--- src/hdl/bsc_pkg.sv ---
// Shared types and constants of the Baudot shift codec.
package bsc_pkg;

  // Operation codes of an input request
  typedef enum logic [1:0] {
    OP_LOAD_LETTERS = 2'd0,
    OP_LOAD_FIGURES = 2'd1,
    OP_ENCODE       = 2'd2,
    OP_DECODE       = 2'd3
  } op_e;

  // Kind of a result
  typedef enum logic {
    KIND_CODE = 1'b0,
    KIND_CHAR = 1'b1
  } kind_e;

  // Register index, taken from paddr[3:2]
  typedef enum logic [1:0] {
    REG_LETTERS_SHIFT = 2'd0,
    REG_FIGURES_SHIFT = 2'd1,
    REG_UNKNOWN_CODE  = 2'd2,
    REG_NONE          = 2'd3
  } reg_idx_e;

  localparam logic [4:0] LettersShiftReset = 5'b11011;
  localparam logic [4:0] FiguresShiftReset = 5'b11111;
  localparam logic [4:0] UnknownCodeReset  = 5'b00000;

  typedef struct packed {
    op_e        op;
    logic       message_start;
    logic [7:0] char_in;
    logic [4:0] code_in;
  } in_item_t;

  typedef struct packed {
    kind_e      kind;
    logic [4:0] code_out;
    logic [7:0] char_out;
    logic       last;
  } out_item_t;

  // Write into the character-to-code table
  typedef struct packed {
    logic       en;
    logic       figures;
    logic [7:0] addr;
    logic [4:0] letters_code;
    logic [4:0] figures_code;
  } c2c_wr_t;

  // Write into the code-to-character table
  typedef struct packed {
    logic       en;
    logic       figures;
    logic [4:0] addr;
    logic [7:0] char_val;
  } k2c_wr_t;

endpackage

--- src/hdl/baudot_shift_codec_unit.sv ---
// Top level of the Baudot shift codec: request stage, case logic and registers.
//
// Usage: requests enter on in_valid_i/in_data_i and are taken at an edge where
// in_valid_i is high and in_stall_o is low. Load requests fill the letters and
// figures tables and give no result. Encode requests give one result, or two
// (shift code, then character code) when the character lives only in the other
// case. Decode requests give one character or nothing. Results leave on
// out_valid_o/out_data_o and are taken when out_stall_i is low; last marks the
// final result of a request.
// A request is held in the request stage and its results are registered in the
// result buffer before they are offered. Throughput: one request per cycle while
// each gives at most one result and out_stall_i is low; a request with two
// results fills the two-entry buffer, drained by the single output port.
// Reset clears every table written flag at once (no clearing pass), sets both
// directions to letters case and the registers to 27, 31 and 0.
// When the receiver stalls, results wait in the buffer; the request stage holds
// its request and raises in_stall_o while its results do not fit the buffer.
// Registers sit at byte addresses 0, 4 and 8 of the APB port.
module baudot_shift_codec_unit
  import bsc_pkg::*;
(
  input  logic        clk_i,
  input  logic        rst_ni,
  input  logic        in_valid_i,
  output logic        in_stall_o,
  input  in_item_t    in_data_i,
  output logic        out_valid_o,
  input  logic        out_stall_i,
  output out_item_t   out_data_o,
  input  logic        psel,
  input  logic        penable,
  input  logic        pwrite,
  input  logic [3:0]  paddr,
  input  logic [31:0] pwdata,
  output logic [31:0] prdata,
  output logic        pready
);

  logic [4:0] letters_shift_q;
  logic [4:0] figures_shift_q;
  logic [4:0] unknown_code_q;
  reg_idx_e   reg_idx;

  logic       s1_valid_q;
  in_item_t   s1_q;
  logic       accept;
  logic       fire;

  logic       enc_fig_q, enc_fig_d;
  logic       dec_fig_q, dec_fig_d;

  logic       c_lv, c_fv;
  logic [4:0] c_lcode, c_fcode;
  logic       k_lv, k_fv;
  logic [7:0] k_lch, k_fch;

  c2c_wr_t    c2c_wr;
  k2c_wr_t    k2c_wr;
  logic [1:0] push_cnt;
  logic [1:0] space;
  out_item_t  push0, push1;

  logic       enc_cur;
  logic       dec_cur;
  logic       cur_valid, oth_valid;
  logic [4:0] cur_code, oth_code;
  logic       load_fig;
  logic       load_present;

  // Configuration registers
  assign pready  = 1'b1;
  assign reg_idx = reg_idx_e'(paddr[3:2]);

  always_ff @(posedge clk_i or negedge rst_ni) begin
    if (!rst_ni) begin
      letters_shift_q <= LettersShiftReset;
      figures_shift_q <= FiguresShiftReset;
      unknown_code_q  <= UnknownCodeReset;
    end else if (psel && penable && pwrite && pready) begin
      unique case (reg_idx)
        REG_LETTERS_SHIFT: letters_shift_q <= pwdata[4:0];
        REG_FIGURES_SHIFT: figures_shift_q <= pwdata[4:0];
        REG_UNKNOWN_CODE:  unknown_code_q  <= pwdata[4:0];
        default: ;
      endcase
    end
  end

  always_comb begin
    unique case (reg_idx)
      REG_LETTERS_SHIFT: prdata = {27'd0, letters_shift_q};
      REG_FIGURES_SHIFT: prdata = {27'd0, figures_shift_q};
      REG_UNKNOWN_CODE:  prdata = {27'd0, unknown_code_q};
      default:           prdata = 32'd0;
    endcase
  end

  // Request stage
  assign fire       = s1_valid_q && (push_cnt <= space);
  assign in_stall_o = s1_valid_q && !fire;
  assign accept     = in_valid_i && !in_stall_o;

  always_ff @(posedge clk_i or negedge rst_ni) begin
    if (!rst_ni) begin
      s1_valid_q <= 1'b0;
    end else if (accept) begin
      s1_valid_q <= 1'b1;
    end else if (fire) begin
      s1_valid_q <= 1'b0;
    end
  end

  always_ff @(posedge clk_i) begin
    if (accept) begin
      s1_q <= in_data_i;
    end
  end

  // Tables
  bsc_char_table u_char_table (
    .clk_i           (clk_i),
    .rst_ni          (rst_ni),
    .rd_en_i         (accept),
    .rd_addr_i       (in_data_i.char_in),
    .wr_i            (c2c_wr),
    .letters_valid_o (c_lv),
    .figures_valid_o (c_fv),
    .letters_code_o  (c_lcode),
    .figures_code_o  (c_fcode)
  );

  bsc_code_table u_code_table (
    .clk_i           (clk_i),
    .rst_ni          (rst_ni),
    .lookup_addr_i   (s1_q.code_in),
    .wr_i            (k2c_wr),
    .letters_valid_o (k_lv),
    .figures_valid_o (k_fv),
    .letters_char_o  (k_lch),
    .figures_char_o  (k_fch)
  );

  // Case after an optional message start
  assign enc_cur   = s1_q.message_start ? 1'b0 : enc_fig_q;
  assign dec_cur   = s1_q.message_start ? 1'b0 : dec_fig_q;
  assign cur_valid = enc_cur ? c_fv : c_lv;
  assign oth_valid = enc_cur ? c_lv : c_fv;
  assign cur_code  = enc_cur ? c_fcode : c_lcode;
  assign oth_code  = enc_cur ? c_lcode : c_fcode;
  assign load_fig  = (s1_q.op == OP_LOAD_FIGURES);
  assign load_present = load_fig ? c_fv : c_lv;

  // Work out results, table writes and next case
  always_comb begin
    push_cnt  = 2'd0;
    push0     = '{kind: KIND_CODE, code_out: 5'd0, char_out: 8'd0, last: 1'b1};
    push1     = '{kind: KIND_CODE, code_out: 5'd0, char_out: 8'd0, last: 1'b1};
    enc_fig_d = enc_fig_q;
    dec_fig_d = dec_fig_q;

    c2c_wr.en           = 1'b0;
    c2c_wr.figures      = load_fig;
    c2c_wr.addr         = s1_q.char_in;
    c2c_wr.letters_code = load_fig ? c_lcode : s1_q.code_in;
    c2c_wr.figures_code = load_fig ? s1_q.code_in : c_fcode;
    k2c_wr.en           = 1'b0;
    k2c_wr.figures      = load_fig;
    k2c_wr.addr         = s1_q.code_in;
    k2c_wr.char_val     = s1_q.char_in;

    case (s1_q.op)
      OP_LOAD_LETTERS, OP_LOAD_FIGURES: begin
        c2c_wr.en = fire && !load_present;
        k2c_wr.en = fire && !load_present && !(load_fig ? k_fv : k_lv);
      end
      OP_ENCODE: begin
        enc_fig_d = enc_cur;
        if (cur_valid) begin
          push_cnt       = 2'd1;
          push0.code_out = cur_code;
        end else if (oth_valid) begin
          push_cnt       = 2'd2;
          push0.code_out = enc_cur ? letters_shift_q : figures_shift_q;
          push0.last     = 1'b0;
          push1.code_out = oth_code;
          enc_fig_d      = !enc_cur;
        end else begin
          push_cnt       = 2'd1;
          push0.code_out = unknown_code_q;
        end
      end
      OP_DECODE: begin
        dec_fig_d = dec_cur;
        if (s1_q.code_in == letters_shift_q) begin
          dec_fig_d = 1'b0;
        end else if (s1_q.code_in == figures_shift_q) begin
          dec_fig_d = 1'b1;
        end else if (dec_cur ? k_fv : k_lv) begin
          push_cnt       = 2'd1;
          push0.kind     = KIND_CHAR;
          push0.char_out = dec_cur ? k_fch : k_lch;
        end
      end
      default: ;
    endcase
  end

  // Hold the case of each direction
  always_ff @(posedge clk_i or negedge rst_ni) begin
    if (!rst_ni) begin
      enc_fig_q <= 1'b0;
      dec_fig_q <= 1'b0;
    end else if (fire) begin
      enc_fig_q <= enc_fig_d;
      dec_fig_q <= dec_fig_d;
    end
  end

  // Result buffer
  bsc_out_queue u_out_queue (
    .clk_i       (clk_i),
    .rst_ni      (rst_ni),
    .push_cnt_i  (fire ? push_cnt : 2'd0),
    .push0_i     (push0),
    .push1_i     (push1),
    .space_o     (space),
    .out_valid_o (out_valid_o),
    .out_data_o  (out_data_o),
    .out_stall_i (out_stall_i)
  );

endmodule

--- src/hdl/bsc_char_table.sv ---
// Character-to-code table: 256-entry memory of both cases' codes with per-entry written flags.
module bsc_char_table
  import bsc_pkg::*;
(
  input  logic       clk_i,
  input  logic       rst_ni,
  input  logic       rd_en_i,
  input  logic [7:0] rd_addr_i,
  input  c2c_wr_t    wr_i,
  output logic       letters_valid_o,
  output logic       figures_valid_o,
  output logic [4:0] letters_code_o,
  output logic [4:0] figures_code_o
);

  // Entry layout: letters valid, letters code, figures valid, figures code
  logic [11:0]  mem [256];
  logic [11:0]  rdata_q;
  logic         rwritten_q;
  logic [255:0] written_q;
  logic [11:0]  rdata;
  logic [11:0]  wdata;
  logic         bypass;

  // An entry never written reads as zero
  assign rdata           = rwritten_q ? rdata_q : 12'd0;
  assign letters_valid_o = rdata[11];
  assign letters_code_o  = rdata[10:6];
  assign figures_valid_o = rdata[5];
  assign figures_code_o  = rdata[4:0];

  // Keep the other case's half, set the valid bit of the loaded case
  assign wdata  = {wr_i.figures ? letters_valid_o : 1'b1, wr_i.letters_code,
                   wr_i.figures ? 1'b1 : figures_valid_o, wr_i.figures_code};
  assign bypass = wr_i.en && (wr_i.addr == rd_addr_i);

  // Write the entry
  always_ff @(posedge clk_i) begin
    if (wr_i.en) begin
      mem[wr_i.addr] <= wdata;
    end
  end

  // Read at request accept, bypass a write to the same entry
  always_ff @(posedge clk_i) begin
    if (rd_en_i) begin
      if (bypass) begin
        rdata_q <= wdata;
      end else begin
        rdata_q <= mem[rd_addr_i];
      end
    end
  end

  // Mark written entries, clear all marks at reset
  always_ff @(posedge clk_i or negedge rst_ni) begin
    if (!rst_ni) begin
      written_q  <= '0;
      rwritten_q <= 1'b0;
    end else begin
      if (wr_i.en) begin
        written_q[wr_i.addr] <= 1'b1;
      end
      if (rd_en_i) begin
        rwritten_q <= bypass || written_q[rd_addr_i];
      end
    end
  end

endmodule

--- src/hdl/bsc_code_table.sv ---
// Code-to-character table: 32 entries per case with valid flops.
module bsc_code_table
  import bsc_pkg::*;
(
  input  logic       clk_i,
  input  logic       rst_ni,
  input  logic [4:0] lookup_addr_i,
  input  k2c_wr_t    wr_i,
  output logic       letters_valid_o,
  output logic       figures_valid_o,
  output logic [7:0] letters_char_o,
  output logic [7:0] figures_char_o
);

  logic [7:0]  lch_q [32];
  logic [7:0]  fch_q [32];
  logic [31:0] lv_q;
  logic [31:0] fv_q;

  // Store the character of a new code
  always_ff @(posedge clk_i) begin
    if (wr_i.en) begin
      if (wr_i.figures) begin
        fch_q[wr_i.addr] <= wr_i.char_val;
      end else begin
        lch_q[wr_i.addr] <= wr_i.char_val;
      end
    end
  end

  // Set valid bits, clear all at reset
  always_ff @(posedge clk_i or negedge rst_ni) begin
    if (!rst_ni) begin
      lv_q <= '0;
      fv_q <= '0;
    end else if (wr_i.en) begin
      if (wr_i.figures) begin
        fv_q[wr_i.addr] <= 1'b1;
      end else begin
        lv_q[wr_i.addr] <= 1'b1;
      end
    end
  end

  assign letters_valid_o = lv_q[lookup_addr_i];
  assign figures_valid_o = fv_q[lookup_addr_i];
  assign letters_char_o  = lch_q[lookup_addr_i];
  assign figures_char_o  = fch_q[lookup_addr_i];

endmodule

--- src/hdl/bsc_out_queue.sv ---
// Two-entry result buffer that takes up to two results per cycle.
module bsc_out_queue
  import bsc_pkg::*;
(
  input  logic      clk_i,
  input  logic      rst_ni,
  input  logic [1:0] push_cnt_i,
  input  out_item_t push0_i,
  input  out_item_t push1_i,
  output logic [1:0] space_o,
  output logic      out_valid_o,
  output out_item_t out_data_o,
  input  logic      out_stall_i
);

  out_item_t  ent_q [2];
  out_item_t  ent_d [2];
  logic [1:0] cnt_q;
  logic [1:0] cnt_d;
  logic [1:0] rem;
  logic       pop;

  assign pop     = (cnt_q != 2'd0) && !out_stall_i;
  assign rem     = cnt_q - {1'b0, pop};
  assign space_o = 2'd2 - rem;

  // Drop the head on a take, then append new results
  always_comb begin
    ent_d[0] = ent_q[0];
    ent_d[1] = ent_q[1];
    if (pop) begin
      ent_d[0] = ent_q[1];
    end
    if (push_cnt_i != 2'd0) begin
      ent_d[rem[0]] = push0_i;
    end
    if (push_cnt_i == 2'd2) begin
      ent_d[1] = push1_i;
    end
    cnt_d = rem + push_cnt_i;
  end

  always_ff @(posedge clk_i) begin
    ent_q[0] <= ent_d[0];
    ent_q[1] <= ent_d[1];
  end

  always_ff @(posedge clk_i or negedge rst_ni) begin
    if (!rst_ni) begin
      cnt_q <= 2'd0;
    end else begin
      cnt_q <= cnt_d;
    end
  end

  assign out_valid_o = (cnt_q != 2'd0);
  assign out_data_o  = ent_q[0];

endmodule
--- config.mk ---
export PLATFORM = sky130hd
export DESIGN_NAME = baudot_shift_codec_unit
export DESIGN_NICKNAME = d
export VERILOG_FILES = /design/src/hdl/bsc_pkg.sv /design/src/hdl/baudot_shift_codec_unit.sv /design/src/hdl/bsc_char_table.sv /design/src/hdl/bsc_code_table.sv /design/src/hdl/bsc_out_queue.sv
export SDC_FILE = /design/constraint.sdc
export NUM_CORES = 2
export LEC_CHECK = 0
export BUFFER_PORTS_ARGS = -buffer_cell sky130_fd_sc_hd__buf_4
export CAP_MARGIN = 20
export CORE_MARGIN = 3
export CORE_UTILIZATION = 50
export CTS_CLUSTER_SIZE = 40
export DETAILED_ROUTE_END_ITERATION = 10
export PLACE_DENSITY = 0.65
export SYNTH_ARGS = -nofsm -noshare
export SYNTH_HDL_FRONTEND = slang
export SYNTH_SLANG_ARGS = --single-unit
export TNS_END_PERCENT = 30
--- constraint.sdc ---
create_clock -name clk_i -period 6.3 [get_ports clk_i]
set_input_delay 0.945 -clock clk_i [delete_from_list [all_inputs] [get_ports clk_i]]
set_output_delay 0.945 -clock clk_i [all_outputs]
set_load 0.01 [all_outputs]
After elaboration in Yosys (flattened, before gate mapping)

Memory sizes are Yosys's and may differ from the RTL's. A register that Yosys moved wholly into a read port is not among the register bits.
Cells that the tools add are included.

Add/subtract/negate cells: 3
Multipliers: 0
Div/mod/pow operators: 0
Order comparisons: 8
Eq/ne operators: 9
Shift-type cells: 0
Mux-type cells: 75
Bitwise logic cells: 5
Reduce and logical (&&, ||, !) cells: 32

Operators by type and width:

| cell                                                                  | count |
|---|---|
| 256-bit bitwise OR                                                    | 1 |
| 5-bit two-way mux                                                     | 13 |
| 32-bit bitwise OR                                                     | 2 |
| 15-bit two-way mux                                                    | 3 |
| 1-bit two-way mux                                                     | 40 |
| 8-bit two-way mux                                                     | 5 |
| 30-bit bitwise mux                                                    | 1 |
| 30-bit two-way mux                                                    | 1 |
| 8-bit by 9-bit < comparator with 1-bit output, second input constant  | 2 |
| 15-bit demux with 1-bit select                                        | 1 |
| 5-bit case mux with 3 select lines                                    | 1 |
| 2-bit AND reduction                                                   | 7 |
| 1-bit logical AND                                                     | 12 |
| 12-bit two-way mux                                                    | 1 |
| 1-bit binary-select mux with 5-bit select                             | 2 |
| 5-bit equality test                                                   | 2 |
| 1-bit binary-select mux with 8-bit select                             | 1 |
| 1-bit demux with 8-bit select                                         | 1 |
| 2-bit equality test, second input constant                            | 4 |
| 8-bit equality test                                                   | 1 |
| 8-bit by 1-bit >= comparator with 1-bit output, second input constant | 1 |
| 1-bit zero test                                                       | 6 |
| 5-bit by 6-bit < comparator with 1-bit output, second input constant  | 1 |
| 2-bit two-way mux                                                     | 3 |
| other kinds (16)                                                      | 20 |

Register bits after elaboration: 357
Latch bits: 0
Bits in writable memories: 3,614
ROM bits: 0
Bits of input ports: 59
Output and inout bits: 50
Word-level logic and storage cells: 151
Memories kept: 4

Memory list:

| memory             | words | bits a word | rd ports | clocked after memory_dff | write ports | RTL line             | text |
|---|---|---|---|---|---|---|---|
| u_char_table.mem   | 256   | 12          | 1        | 1                        | 1           | bsc_char_table.sv:17 | `logic [11:0] mem [256];` |
| u_code_table.fch_q | 32    | 8           | 1        | 1                        | 1           | bsc_code_table.sv:16 | `logic [7:0] fch_q [32];` |
| u_code_table.lch_q | 32    | 8           | 1        | 1                        | 1           | bsc_code_table.sv:15 | `logic [7:0] lch_q [32];` |
| u_out_queue.ent_q  | 2     | 15          | 2        | 0                        | 2           | bsc_out_queue.sv:16  | `out_item_t ent_q [2];` |

Logic depth before layout (Yosys ltp)

Depth after elaboration: 14
Gate-level depth with buffers: 22
Depth with buffers taken out: 14

Cells and area by module

From an unflattened synthesis, not the netlist that was laid out.

Cell total of the unflattened synthesis: 8,028
Area total of the unflattened synthesis: 155,954.6 sq um

Modules (own cells, without submodules):

| module                  | times used | cells each | area an instance (sq um) | seq. area each (sq um) |
|---|---|---|---|---|
| bsc_char_table          | 1          | 6,253      | 128,942.4                | 99,040.0 |
| bsc_code_table          | 1          | 1,369      | 22,954.5                 | 16,976.3 |
| baudot_shift_codec_unit | 1          | 260        | 2,566.2                  | 942.2 |
| bsc_out_queue           | 1          | 146        | 1,491.4                  | 800.8 |

Worst setup path before layout

Ideal clock, no wire load.

Path kind: register -> register
Start point: reg u_char_table.rwritten_q
End point: mem u_char_table.mem[0][10] (data pin)
Setup time: 0.825 ns
Arrival: 3.996 ns
Required time: 5.475 ns
Slack: 1.479 ns
Cell stages (with the launch flop): 5
Path buffers: 2
Period minus slack after synthesis: 4.821 ns
Cell sequence: dfrtp_1 > clkbuf_1 > clkbuf_1 > nand3_1 > nand2_1

RTL lines:

| what                     | RTL line             | text |
|---|---|---|
| start: declaration       | bsc_char_table.sv:19 | `logic rwritten_q;` |
| start signal: assignment | bsc_char_table.sv:65 | `rwritten_q <= bypass \|\| written_q[rd_addr_i];` |
| end: declaration         | bsc_char_table.sv:17 |  |

Worst setup path after layout

Start point: reg s1_q (netlist bit k2c_wr[8])
End point: mem u_char_table.mem[154][8], enable pin

Word-level cells in the longest chain between the ends: 13
Elaborated cells on any way between the ends: 17
Those cells by class: order compare (1); eq/ne (2); mux (12); reduce/logical (2)

RTL lines:

| what                                                         | RTL line                                   | text |
|---|---|---|
| start: declaration                                           | baudot_shift_codec_unit.sv:45              | `in_item_t s1_q;` |
| start signal: assignment                                     | baudot_shift_codec_unit.sv:115             | `s1_q <= in_data_i;` |
| 1-bit binary-select mux with 5-bit select (on tied branches) | bsc_code_table.sv:45, bsc_code_table.sv:46 |  |
| 1-bit two-way mux (on tied branches)                         | bsc_code_table.sv:45, bsc_code_table.sv:46 |  |
| 1-bit two-way mux (2 in series)                              | baudot_shift_codec_unit.sv:198             | `end else if (dec_cur ? k_fv : k_lv) begin` |
| 1-bit two-way mux                                            | baudot_shift_codec_unit.sv:196             | `end else if (s1_q.code_in == figures_shift_q) begin` |
| 1-bit two-way mux (*)                                        | baudot_shift_codec_unit.sv:194             | `if (s1_q.code_in == letters_shift_q) begin` |
| 2-bit case mux with 2 select lines (*)                       | baudot_shift_codec_unit.sv:171             | `case (s1_q.op)` |
| 2-bit less-or-equal comparator (*)                           | baudot_shift_codec_unit.sv:99              | `assign fire = s1_valid_q && (push_cnt <= space);` |
| 1-bit logical AND (*)                                        | baudot_shift_codec_unit.sv:99              |  |
| 1-bit logical AND (*)                                        | baudot_shift_codec_unit.sv:173             | `c2c_wr.en = fire && !load_present;` |
| 1-bit two-way mux (*)                                        | baudot_shift_codec_unit.sv:171             |  |
| 1-bit two-way mux (*)                                        | bsc_char_table.sv:39                       | `if (wr_i.en) begin` |
| 1-bit two-way mux (not written as such) (*)                  | bsc_char_table.sv:40                       | `mem[wr_i.addr] <= wdata;` |

Every way passes the cells marked *; elsewhere a longest branch is shown, timed or not. The select of a mux whose other input is x is not followed.

==> results by group <==
CTS
  – Total CTS buffers: 400
  – Clock transition at path regs: 60 ps
  – Count of buffers added by post-CTS timing repair for setup: 0
  – Number of hold buffers added after cts: 1
  – Clock latency reported for the late side of the worst-skew pair: 970 ps
  – Count of cells resized by post-cts repair: 0
  – CTS tree: built
  – Clock root buffer: sky130_fd_sc_hd__clkbuf_16
  – Level count of the clock H-tree: 5
  – Sink count of the clock tree: 3988
  – Buffer depth of the longest clock path: 4

Global routing
  – Antenna violations before repair: 21
  – Grt ovf: 0
  – Overall track demand over capacity in global routing: 0.2357
  – Global-route wire length before repair: 545500 µm
  – Number of global-route vias before repair: 76.80k
  – Maximum number of pins on one net before global-route repair: 190

Die
  – Row count: 203
  – Effective utilization at floorplan: 0.5046
  – IO Count: 109
  – Die extent in y: 562.7 µm
  – Die width: 562.7 µm
  – Total die area: 316600 µm²
  – Core ar.: 307100 µm²

Synth
  – Share of synthesized flip-flops with an asynchronous set or reset: 0.08551
  – Netlist Area Pre-Place: 155000 µm²
  – Mux cell area share after synthesis: 0.1692
  – Sequential fraction of the synthesis area: 0.7599
  – Post-synthesis cell count: 7336
  – Library cell with the largest summed area after synthesis: sky130_fd_sc_hd__edfxtp_1
  – Area share of xor/xnor cells in the synthesized design: 0.001243
  – Compound-gate portion of the synthesized area: 0.02049
  – Ys flop type: sky130_fd_sc_hd__edfxtp_1
  – Combinational family with the most area after synthesis: multiplexers
  – Fraction of the mapped netlist area in simple logic gates: 0.03461
  – Post-synthesis adder-cell area fraction: 0.0003230
  – EDFF count, synth: 3617
  – Share of Yosys cell area claimed by the top area cell type: 0.7009
  – Post-synthesis area per instance: 21.12 µm²
  – Number of warnings reported in the yosys synthesis log: 0
  – Number of distinct library cells after synthesis: 72
  – Dominant cells by area after synthesis: sky130_fd_sc_hd__edfxtp_1, sky130_fd_sc_hd__mux4_2, sky130_fd_sc_hd__dfrtp_1, sky130_fd_sc_hd__mux2i_1, sky130_fd_sc_hd__or2_2
  – Number of storage elements in the synthesis netlist: 3988

Placement
  – Number of I/O port buffers: 51
  – Placed cell areas: 163200 µm²
  – Number of placed instances with taps included: 11.61k
  – Placer congestion estimate: 0.8622
  – HPWL after detailed placement: 229300 µm

Drt
  – Total via count in the routed design: 76.27k
  – Post-DRT Antenna Nets: 0
  – Total detailed-routing wirelength: 374800 µm
  – Initial drt markers: 9107
  – Pre-antenna DRT Iters: 6
  – Drt via density: 6.166
  – Count of unresolved DRC violations after routing: 0
  – Routed wire per std cell: 30.30 µm

Setup path
  – Crit path arrival time: 6420 ps
  – Critical path peak fanout: 24
  – Worst path slowest cell: sky130_fd_sc_hd__mux4_4
  – Critical path buffer and inverter count: 4
  – List of cells traversed by the critical path: buf_12, mux4_4, a22oi_1, nand4_1, mux2_2, and3_4, nor2_1, ha_1, nor2b_1, o21ai_0, and4b_1, buf_4, and3b_1, nand2_1, buf_4, nor2_1, buf_4
  – CP Capture Type: flip-flop
  – Critical Path Source Type: flip-flop
  – CP dominant cell by count: sky130_fd_sc_hd__buf_4
  – Kind of cell adding the most delay to the critical path: simple AND/OR/NAND/NOR gates
  – Setup Crit Path Kind: reg -> reg
  – Worst EP required: 6900 ps
  – Highest cell delay on the worst timing path: 660 ps

Pwr
  – Proportion of power drawn by the clock network: 0.352
  – Total power divided by cell area: 386.6 nW/µm²
  – Proportion of power drawn by combinational gates: 0.152
  – Standby leakage power: 59.87 nW
  – Switching Share: 0.2608
  – Net Switching: 17.82 mW
  – Internal power consumption: 50.50 mW
  – Largest voltage drop on the vdd net: 0.5634 mV
  – Part of the power in registers: 0.496

Finish
  – Layout net count: 7975
  – Area of all sequential standard cells: 117800 µm²
  – Area added between synthesis and finish: 14.04%
  – Total of fill cells in the finished design: 21.96k
  – Post-Layout Inst Area: 176700 µm²
  – Multi-input logic area: 35200 µm²
  – Fraction of final layout cells sized beyond drive strength 1: 0.3156
  – Final Non-Filler Cells: 12.37k

STA
  – Achievable frequency: 171.8 MHz
  – Slew Limit Headroom: 0.2293
  – Setup repair after global routing missed its margin: false
  – Final setup TNS: 0 ps
  – Final Hold Violating Endpoints: 0
  – Min Tclk post-route: 5822 ps
  – Final Max Slew Viols: 0
  – Finish-stage setup viols: 0
  – Post-Route Skew: 65.41 ps
  – Share of the clock period used by the worst path after layout: 0.9241
  – Pin slew with the least headroom to its limit: 1153 ps

Min path
  – Hold Path Class: in -> reg

Run status
  – Run status: finished, final reports clean

Job
  – Max-cap check violation count: 0
[power groups by stage]
| stage | Sequential [mW] | Combinational, mW | Clock, mW |
|---|---|---|---|
| 2_1_floorplan | 34.8 | 6.10 | 0 |
| 3_3_place_gp | 34.3 | 10.1 | 0 |
| 3_5_place_dp | 34.4 | 10.5 | 0 |
| 4_1_cts | 33.9 | 10.5 | 24.4 |
| 5_1_grt | 34.0 | 11.1 | 25.5 |
| 6_report | 33.9 | 10.4 | 24.1 |
[synth_stat cells (all sizes together) (4+ instances only)]
cell type  instances
a22oi             58
nor2             387
a211oi            15
o31ai             12
o311ai            11
nand4              9
ha                 4
a221oi            57
nand3b             4
nor2b             47
mux2i            275
nor3b              5
nand2b            14
o221ai             4
buf              243
o211ai            11
and3              25
mux2              35
dfstp              9
clkbuf           201
inv               19
nand2            181
and2              16
or2              324
a21oi             67
o21ai             34
xnor2              7
nor3              26
a22o              42
a41o              22
o22ai             62
dfxtp             30
dfrtp            332
xor2              15
edfxtp          3617
and3b              4
o41ai             11
nand3             38
a2bb2oi            9
mux4            1023
[per-layer routing]
metal,vias to the layer above,wire length (µm),track usage
met3,646,33410,0.04751
met5,-,70,0
met4,10,12120,0.07414
met1,40800,152900,0.3441
met2,3489,176300,0.3620
li1,31330,-,-
[registers in the layout (all words and copies together), names as in the netlist, named ones only]
signal	count
k2c_wr	5
u_code_table.fch_q	256
u_char_table.mem	3072
s1_valid_q	1
dec_fig_q	1
enc_fig_q	1
u_code_table.fv_q	32
u_code_table.lch_q	256
letters_shift_q	5
u_out_queue.cnt_q	2
u_char_table.written_q	256
u_char_table.rdata_q	12
u_code_table.lv_q	32
c2c_wr	8
s1_q	3
u_char_table.rwritten_q	1
u_out_queue.ent_q	30
unknown_code_q	5
figures_shift_q	5
[cell type report]
cell class,instances,share of cell area
sequential,3988,0.6664
tap,4100,0.02903
timing repair buffer,592,0.02818
clock buffer,560,0.06339
antenna,9,0.0001274
multi-input combinational,2911,0.1992
inverter,19,0.0008709
clock inverter,191,0.01279
[worst paths after layout]
kind	from	endpoint	slack, ps	depth (start not counted)
setup / recovery	k2c_wr[8]	u_char_table.mem[154][8]	480	17
max in group asynchronous	rst_ni	u_char_table.written_q[88]	4300	3
hold / removal	in_data_i[13]	s1_q[13]	210	1
min in group asynchronous	rst_ni	u_code_table.lv_q[10]	600	2
hold reg to reg	u_out_queue.ent_q[0][15]	u_out_queue.ent_q[0][15]	450	1
setup reg to reg	k2c_wr[8]	u_char_table.mem[154][8]	480	17
[logic make-up after synthesis]
logic type      after synthesis
compound gates              434
xor+xnor                     22
fa+ha+maj                     4
buf+inv                     463
flops                      3988
mux                        1333
other cells                   2
simple gates               1090
[per-stage QoR]
step | hold slack [ps] | util | worst slack [ps] | total power, mW
after CTS | 140.7 | 0.5753 | 537.0 | 68.82
after global routing | 182.6 | 0.5754 | 186.2 | 70.65
after global placement | 423.7 | 0.5314 | 554.5 | 44.41
after detailed placement | 442.5 | 0.5314 | 608.2 | 44.90
after floorplan | 409.4 | - | 1479 | 40.86
final | 206.4 | 0.5755 | 478.0 | 68.32
[cell usage in the layout (no fill, tap or decap), types with 57 or more instances in the layout]
cell and count:
sky130_fd_sc_hd__edfxtp_1 3617, sky130_fd_sc_hd__clkinv_2 66, sky130_fd_sc_hd__o22ai_1 62, sky130_fd_sc_hd__clkbuf_1 102, sky130_fd_sc_hd__mux4_2 1013, sky130_fd_sc_hd__clkbuf_8 57, sky130_fd_sc_hd__clkbuf_16 401, sky130_fd_sc_hd__a22oi_1 58
sky130_fd_sc_hd__mux2i_1 275, sky130_fd_sc_hd__nand2_1 177, sky130_fd_sc_hd__a221oi_1 57, sky130_fd_sc_hd__or2_2 314, sky130_fd_sc_hd__a21oi_1 67, sky130_fd_sc_hd__dfrtp_1 332, sky130_fd_sc_hd__buf_4 548, sky130_fd_sc_hd__nor2_1 385
Power figures use the tool's default switching activity.
